[src/lrf_pkg.sv]
// lrf_pkg: shared types, constants and microprogram for the regression fit core
// no dependencies; imported by lrf_ctrl, lrf_dp, linear_regression_fit_core and the testbench
package lrf_pkg;

    // default parameter values
    localparam int DEF_SAMPLE_BITS   = 16;
    localparam int DEF_MAX_SAMPLES   = 4096;
    localparam int DEF_FRACTION_BITS = 16;

    // fixed result widths
    localparam int FIT_W      = 48;
    localparam int CORR_W     = 32;
    localparam int STATUS_W   = 2;
    localparam int CORR_SHIFT = 62;

    // microprogram size
    localparam int NUM_STEPS = 15;
    localparam int STEP_W    = 4;

    typedef enum logic [1:0] {ST_IDLE, ST_ISSUE, ST_WAIT, ST_DONE} t_state;
    typedef enum logic [1:0] {OP_NONE, OP_MUL, OP_DIV, OP_SQRT} t_op;
    typedef enum logic [3:0] {
        SRC_N, SRC_SX, SRC_SY, SRC_SX2, SRC_SY2, SRC_SXY, SRC_VXX, SRC_VYY, SRC_VXY
    } t_src;
    typedef enum logic [2:0] {DST_VXX, DST_VYY, DST_VXY, DST_TN, DST_TD} t_dst;
    typedef enum logic [1:0] {DIV_SLOPE, DIV_ICPT, DIV_CORR} t_div;
    typedef enum logic [1:0] {CHK_NONE, CHK_X, CHK_Y} t_chk;
    typedef enum logic [1:0] {FS_OK, FS_XVAR, FS_YVAR, FS_COUNT} t_fit_status;

    typedef struct packed {
        t_op  op;
        t_src a;
        t_src b;
        logic neg;
        logic clr;
        t_dst dst;
        t_div dkind;
        t_chk chk;
        logic fin;
    } t_uop;

    typedef struct packed {
        logic go;
        logic finish;
        t_uop uop;
    } t_dp_cmd;

    typedef struct packed {
        logic done;
        logic ovf;
        logic vxx_zero;
        logic vyy_zero;
    } t_dp_stat;

    function automatic t_uop mk(input t_op op, input t_src a, input t_src b,
                                input logic neg, input logic clr, input t_dst dst,
                                input t_div dk, input t_chk chk, input logic fin);
        t_uop u;
        begin
            u.op = op; u.a = a; u.b = b; u.neg = neg; u.clr = clr;
            u.dst = dst; u.dkind = dk; u.chk = chk; u.fin = fin;
            return u;
        end
    endfunction

    // variance terms, slope, intercept, then correlation
    function automatic t_uop ucode(input logic [STEP_W-1:0] step);
        t_uop u;
        begin
            case (step)
                4'd0:  u = mk(OP_MUL, SRC_N, SRC_SX2, 1'b0, 1'b1, DST_VXX, DIV_SLOPE,
                              CHK_NONE, 1'b0);
                4'd1:  u = mk(OP_MUL, SRC_SX, SRC_SX, 1'b1, 1'b0, DST_VXX, DIV_SLOPE,
                              CHK_NONE, 1'b0);
                4'd2:  u = mk(OP_MUL, SRC_N, SRC_SY2, 1'b0, 1'b1, DST_VYY, DIV_SLOPE,
                              CHK_NONE, 1'b0);
                4'd3:  u = mk(OP_MUL, SRC_SY, SRC_SY, 1'b1, 1'b0, DST_VYY, DIV_SLOPE,
                              CHK_NONE, 1'b0);
                4'd4:  u = mk(OP_MUL, SRC_N, SRC_SXY, 1'b0, 1'b1, DST_VXY, DIV_SLOPE,
                              CHK_NONE, 1'b0);
                4'd5:  u = mk(OP_MUL, SRC_SX, SRC_SY, 1'b1, 1'b0, DST_VXY, DIV_SLOPE,
                              CHK_X, 1'b0);
                4'd6:  u = mk(OP_DIV, SRC_N, SRC_N, 1'b0, 1'b0, DST_TN, DIV_SLOPE,
                              CHK_NONE, 1'b0);
                4'd7:  u = mk(OP_MUL, SRC_SY, SRC_VXX, 1'b0, 1'b1, DST_TN, DIV_SLOPE,
                              CHK_NONE, 1'b0);
                4'd8:  u = mk(OP_MUL, SRC_VXY, SRC_SX, 1'b1, 1'b0, DST_TN, DIV_SLOPE,
                              CHK_NONE, 1'b0);
                4'd9:  u = mk(OP_MUL, SRC_N, SRC_VXX, 1'b0, 1'b1, DST_TD, DIV_SLOPE,
                              CHK_NONE, 1'b0);
                4'd10: u = mk(OP_DIV, SRC_N, SRC_N, 1'b0, 1'b0, DST_TN, DIV_ICPT,
                              CHK_Y, 1'b0);
                4'd11: u = mk(OP_MUL, SRC_VXY, SRC_VXY, 1'b0, 1'b1, DST_TN, DIV_SLOPE,
                              CHK_NONE, 1'b0);
                4'd12: u = mk(OP_MUL, SRC_VXX, SRC_VYY, 1'b0, 1'b1, DST_TD, DIV_SLOPE,
                              CHK_NONE, 1'b0);
                4'd13: u = mk(OP_DIV, SRC_N, SRC_N, 1'b0, 1'b0, DST_TN, DIV_CORR,
                              CHK_NONE, 1'b0);
                4'd14: u = mk(OP_SQRT, SRC_N, SRC_N, 1'b0, 1'b0, DST_TN, DIV_CORR,
                              CHK_NONE, 1'b1);
                default: u = mk(OP_NONE, SRC_N, SRC_N, 1'b0, 1'b0, DST_TN, DIV_SLOPE,
                                CHK_NONE, 1'b1);
            endcase
            return u;
        end
    endfunction

endpackage

[src/lrf_ctrl.sv]
// lrf_ctrl: sequencer that steps the datapath through the fit microprogram
// depends on lrf_pkg
module lrf_ctrl import lrf_pkg::*; (
    input  logic     i_clk,
    input  logic     i_rst_n,
    input  logic     i_accept,
    input  logic     i_last,
    input  t_dp_stat i_stat,
    output t_dp_cmd  o_cmd,
    output logic     o_busy,
    output logic     o_valid
);

    t_state              r_state, n_state;
    logic [STEP_W-1:0]   r_step, n_step;
    t_uop                w_uop;

    assign w_uop = ucode(r_step);

    // next state
    always_comb begin
        n_state = r_state;
        n_step  = r_step;
        case (r_state)
            ST_IDLE: begin
                if (i_accept && i_last) begin
                    n_state = ST_ISSUE;
                    n_step  = '0;
                end
            end
            ST_ISSUE: n_state = ST_WAIT;
            ST_WAIT: begin
                if (i_stat.done) begin
                    if (w_uop.fin
                        || (w_uop.chk == CHK_X && (i_stat.ovf || i_stat.vxx_zero))
                        || (w_uop.chk == CHK_Y && i_stat.vyy_zero)) begin
                        n_state = ST_DONE;
                    end else begin
                        n_state = ST_ISSUE;
                        n_step  = r_step + 1'b1;
                    end
                end
            end
            ST_DONE: n_state = ST_IDLE;
            default: n_state = ST_IDLE;
        endcase
    end

    // outputs
    always_comb begin
        o_cmd.go     = (r_state == ST_ISSUE);
        o_cmd.finish = (r_state == ST_DONE);
        o_cmd.uop    = w_uop;
        o_busy       = (r_state != ST_IDLE);
        o_valid      = (r_state == ST_DONE);
    end

    // state registers
    always_ff @(posedge i_clk) begin
        if (!i_rst_n) begin
            r_state <= ST_IDLE;
            r_step  <= '0;
        end else begin
            r_state <= n_state;
            r_step  <= n_step;
        end
    end

`ifndef SYNTH
    a_valid_pulse: assert property (@(posedge i_clk) disable iff (!i_rst_n)
        o_valid |=> !o_valid)
        else $error("result strobe longer than one cycle");
    a_last_busy: assert property (@(posedge i_clk) disable iff (!i_rst_n)
        (i_accept && i_last) |=> o_busy)
        else $error("last word did not start the fit");
    a_step_range: assert property (@(posedge i_clk) disable iff (!i_rst_n)
        r_step < STEP_W'(NUM_STEPS))
        else $error("microprogram step out of range");
    a_go_idle_unit: assert property (@(posedge i_clk) disable iff (!i_rst_n)
        o_cmd.go |=> !i_stat.done || w_uop.op == OP_MUL)
        else $error("divide or root finished straight after issue");
`endif

endmodule

[config.mk]
export PLATFORM = sky130hd
export DESIGN_NAME = lrf_ctrl
export DESIGN_NICKNAME = d
export VERILOG_FILES = /design/src/lrf_pkg.sv /design/src/lrf_ctrl.sv
export SDC_FILE = /design/constraint.sdc
export NUM_CORES = 1
export LEC_CHECK = 0
export CAP_MARGIN = 20
export CORE_ASPECT_RATIO = 0.6
export CORE_UTILIZATION = 30
export DETAILED_ROUTE_END_ITERATION = 8
export DONT_BUFFER_PORTS = 1
export HOLD_SLACK_MARGIN = 0.02
export PLACE_DENSITY = 0.43
export SETUP_SLACK_MARGIN = 0.02
export SYNTH_ARGS = -nofsm -noshare
export SYNTH_HDL_FRONTEND = slang
export SYNTH_SLANG_ARGS = --single-unit
[constraint.sdc]
create_clock -name i_clk -period 4.2 [get_ports i_clk]
set_input_delay 0.84 -clock i_clk [delete_from_list [all_inputs] [get_ports i_clk]]
set_output_delay 0.84 -clock i_clk [all_outputs]
set_load 0.02 [all_outputs]
==> summary by stage <==
Global routing
The pin count of the biggest net entering global routing is 16. The first global-routing pass estimated 3263 um of wire. The number of antenna violations at the first check in global routing is 0.

The total overflow left after global routing is 0. The via count of the first global-routing pass is 661. Across every metal layer, demand over resource in global routing totals 0.1093.

Synthesis
After synthesis, the mean cell area works out to 10.60 sq um. Of the total synthesized cell area, the portion taken by AND, OR, NAND and NOR gates is 0.1880. Sorting the synthesized cells by area gives the leading types as sky130_fd_sc_hd__dfxtp_1 (44%), sky130_fd_sc_hd__ha_1 (8.7%), sky130_fd_sc_hd__mux2i_1 (7.9%). The number of nets handed over by synthesis was 124. Of the total synthesized cell area, the portion taken by full adders, half adders and majority gates is 0.08743.

The number of synthesized register bits is 25. For this run, asynchronously set or reset flops after synthesis account for 0. The number of enable flip-flop cells after synthesis is 0. Counting every instance in the synthesized netlist gives 108.

The cell with the most instances after synthesis is sky130_fd_sc_hd__dfxtp_1. The XOR/XNOR share of the synthesized area is 0.02186. Of the post-synthesis cell area, the dominant cell type holds 0.4372. The sequential element share of the synthesized area is 0.4372. The commonest cells after synthesis are sky130_fd_sc_hd__dfxtp_1 (25), sky130_fd_sc_hd__inv_1 (9), sky130_fd_sc_hd__mux2i_1 (9). Measured against the total synthesized area, the mux share comes to 0.09836. The most used flip-flop cell after synthesis is sky130_fd_sc_hd__dfxtp_1. The area fraction in compound gates after synthesis is 0.09727.

Summed over all instances, the cell type with the most area after synthesis is sky130_fd_sc_hd__dfxtp_1. After synthesis, the largest family of logic cells by area is simple AND/OR/NAND/NOR gates. The synthesized cell area is 1145 sq um.

Yosys printed 0 warnings. The synthesized netlist contains 38 unique library cells.

Floorplan
The die span in y is 49.85 um. From left edge to right edge, the die measures 81.75 um. The initial utilization of the core area, before any placement, comes to 0.3325. The total area inside the core boundary comes to 3443 sq um. The total die area is 4075 sq um. The number of placed I/O pins is 32. The number of standard-cell rows in the floorplan is 16.

Timing
Setup repair after global routing left no endpoint under its margin. The portion of the clock cycle consumed by the worst path in the final layout is 0.7025. The count of final hold-check violations is 0. The final count of negative-setup-slack endpoints is 0. Static timing analysis puts the maximum clock frequency at 0.3389 GHz.

For the pin with the worst max-slew slack, the measured transition is 0.6875 ns. Adding up every negative setup slack in the final design gives 0 ns. The final count of pins violating max slew is 0. The worst clock skew is 0.002459 ns. The worst pin sits at a relative slew slack of 0.5395. Hold is met by 0.6926 ns. The final critical-path required period is 2.951 ns.

Clock network
The clock drives 25 sinks. Buffers added to address setup during post-CTS repair amount to 0. Clock tree synthesis inserted a total of 3 buffers. The later pin in the worst-skew pair is clocked with a latency of 0.27 ns.

Clock-pin slew was measured on the worst setup and hold paths at 0.08 ns. The tree is rooted in a sky130_fd_sc_hd__clkbuf_8. The CTS tree is yes. The maximum count of clock buffers along a single path is 2. The H-tree depth reported by CTS is 1. The number of gates resized after CTS is 0. Buffers inserted to repair hold after CTS numbered 0.

Worst setup path
The cell depth of the worst flop-to-flop path is 8. For the worst setup path, the data required time is 4.35 ns. The worst register-to-register path ends at w_uop[9]$_DFF_P_. STA classifies the critical path startpoint as a primary input. The signal on the critical path passes through or2_1 > a211oi_1 > o21ai_1 > a31oi_1 > inv_1 > ha_1 > and3_4 > o21bai_1. The slowest stage of the critical path belongs to the cell sky130_fd_sc_hd__a31oi_1.

In this run the worst setup path terminates at w_uop[9]$_DFF_P_. STA puts the critical path data arrival time at 3.11 ns. In this run the critical register-to-register path is launched from w_uop[3]$_SDFF_PP0_. The launching instance or port of the critical path is i_stat[1]. The worst stage delay on the critical path is 0.58 ns. The classification of the worst setup path is primary input to flop. STA classifies the critical path endpoint as a flop. In this run the worst path has a maximum fanout of 7. The setup check on the worst reg-to-reg path leaves a slack of 1.28 ns.

Placement
The congestion estimate from routability-driven global placement came to 0.6951. The count of buffers inserted at the top-level ports is 0. The cell count after placement is 150. The placed cell area is 1167 sq um. The wire-length estimate of the detail-placed layout is 1541 um.

Detailed routing
The routed via count divided by cell count is 4.636. The post-route DRC violation count is 0. The remaining antenna violation count is 0. The via total after detailed routing is 714. The iteration count of the initial detailed-routing pass is 3. The routed design has 2116 um of wire.

For this block, the initial DRC count from the detailed router was 22. After detailed routing, the average wire length per cell comes to 13.74 um.

Power
Summed over all cells, the static leakage comes to 0.5597 nW. The largest voltage drop on the vdd net is 0.1237 mV. The ratio of total power to cell area is 328.2 nW/um^2. The design draws 398.0 uW.

Final layout
Of the cells placed in the final design, the portion with a size suffix greater than 1 is 0.1101. The design area is 1212 sq um. Fill cells in the final layout number 357.

0 antenna diodes ended up in the layout. Excluding fillers, the count of instances in the completed layout stands at 154. The number of nets in the finished design is 126. The growth of design area from synthesis to finish is 5.901%.

Job
Across the run, the number of max-cap violations was 0.

Outcome
The flow ran to the end, and the final reports show no timing, DRC or antenna violations.

Worst hold path
The path class of the tightest hold or removal check is primary input to flop.
[critical path: cells and delay by family]
kind	cells	cell delay [ns]
simple gates	2	0.40
fa+ha+maj	1	0.36
compound gates	4	1.20
buf+inv	1	0.30
[registers in the layout (all words and copies together), names as in the netlist]
name,flops
w_uop,19
r_state,2
r_step,4
[layout make-up]
class                           count  area (sq um)  area share
Clock buffer                        4         45.04     0.03715
Inverter                           10         38.79     0.03199
Multi-Input combinational cell     69         564.3      0.4654
Sequential cell                    25         500.5      0.4128
Tap cell                           45         56.30     0.04644
Timing Repair Buffer                1         7.507    0.006192
[cells by family (layout without fill, tap and decap cells)]
kind of cell / after synthesis / in the layout
simple gates: 34 / 34
flops: 25 / 25
compound gates: 14 / 14
buf+inv: 14 / 15
mux: 11 / 11
fa+ha+maj: 8 / 8
xor+xnor: 2 / 2
[cell usage in the layout (no fill, tap or decap), types with 2 or more instances in the layout]
| master | instances |
|---|---|
| sky130_fd_sc_hd__and3_1 | 4 |
| sky130_fd_sc_hd__nor4_2 | 2 |
| sky130_fd_sc_hd__o21ai_1 | 2 |
| sky130_fd_sc_hd__a21o_1 | 2 |
| sky130_fd_sc_hd__nand2b_1 | 2 |
| sky130_fd_sc_hd__nor2b_1 | 4 |
| sky130_fd_sc_hd__inv_1 | 9 |
| sky130_fd_sc_hd__ha_1 | 8 |
| sky130_fd_sc_hd__dfxtp_1 | 25 |
| sky130_fd_sc_hd__and2_1 | 7 |
| sky130_fd_sc_hd__mux2i_1 | 9 |
| sky130_fd_sc_hd__clkbuf_8 | 3 |
| sky130_fd_sc_hd__nor2_1 | 5 |
| sky130_fd_sc_hd__nand2_1 | 2 |
| sky130_fd_sc_hd__nor3_1 | 2 |
[worst min-delay path by stage]
stage | startpoint | endpoint | slack (ns) | depth (start not counted)
4_1_cts | i_rst_n | r_state[0]$_SDFFE_PN0N_ | 0.69 | 1
6_report | i_rst_n | r_state[0]$_SDFFE_PN0N_ | 0.69 | 1
2_1_floorplan | r_step[0]$_SDFFE_PN0N_ | r_step[0]$_SDFFE_PN0N_ | 0.62 | 2
3_3_place_gp | r_step[0]$_SDFFE_PN0N_ | r_step[0]$_SDFFE_PN0N_ | 0.74 | 2
3_5_place_dp | r_step[0]$_SDFFE_PN0N_ | r_step[0]$_SDFFE_PN0N_ | 0.74 | 2
5_1_grt | i_rst_n | r_state[0]$_SDFFE_PN0N_ | 0.68 | 1
[report_power, final]
group	internal, mW	switching [mW]	leakage, nW
logic	0.00553	0.0100	0.335
registers	0.239	0.00277	0.202
clock network	0.0678	0.0728	0.0228
[through the flow]
stage | utilization | worst slack (ns)
6_report | 0.3521 | 1.249
5_1_grt | 0.3521 | 1.010
4_1_cts | 0.3521 | 1.230
3_5_place_dp | 0.3390 | 0.9563
3_3_place_gp | 0.3390 | 0.9714
2_1_floorplan | - | 1.453
[layer usage]
layer,part of all wire,GRT usage,up-vias,wire length [um]
met4,0.0019,0.01754,0,4
li1,-,-,369,-
met1,0.55,0.1631,319,1158
met5,0,0,-,0
met3,0.10,0.06852,2,212
met2,0.35,0.1281,24,739
Note: power is estimated with default switching activity, not from simulation.
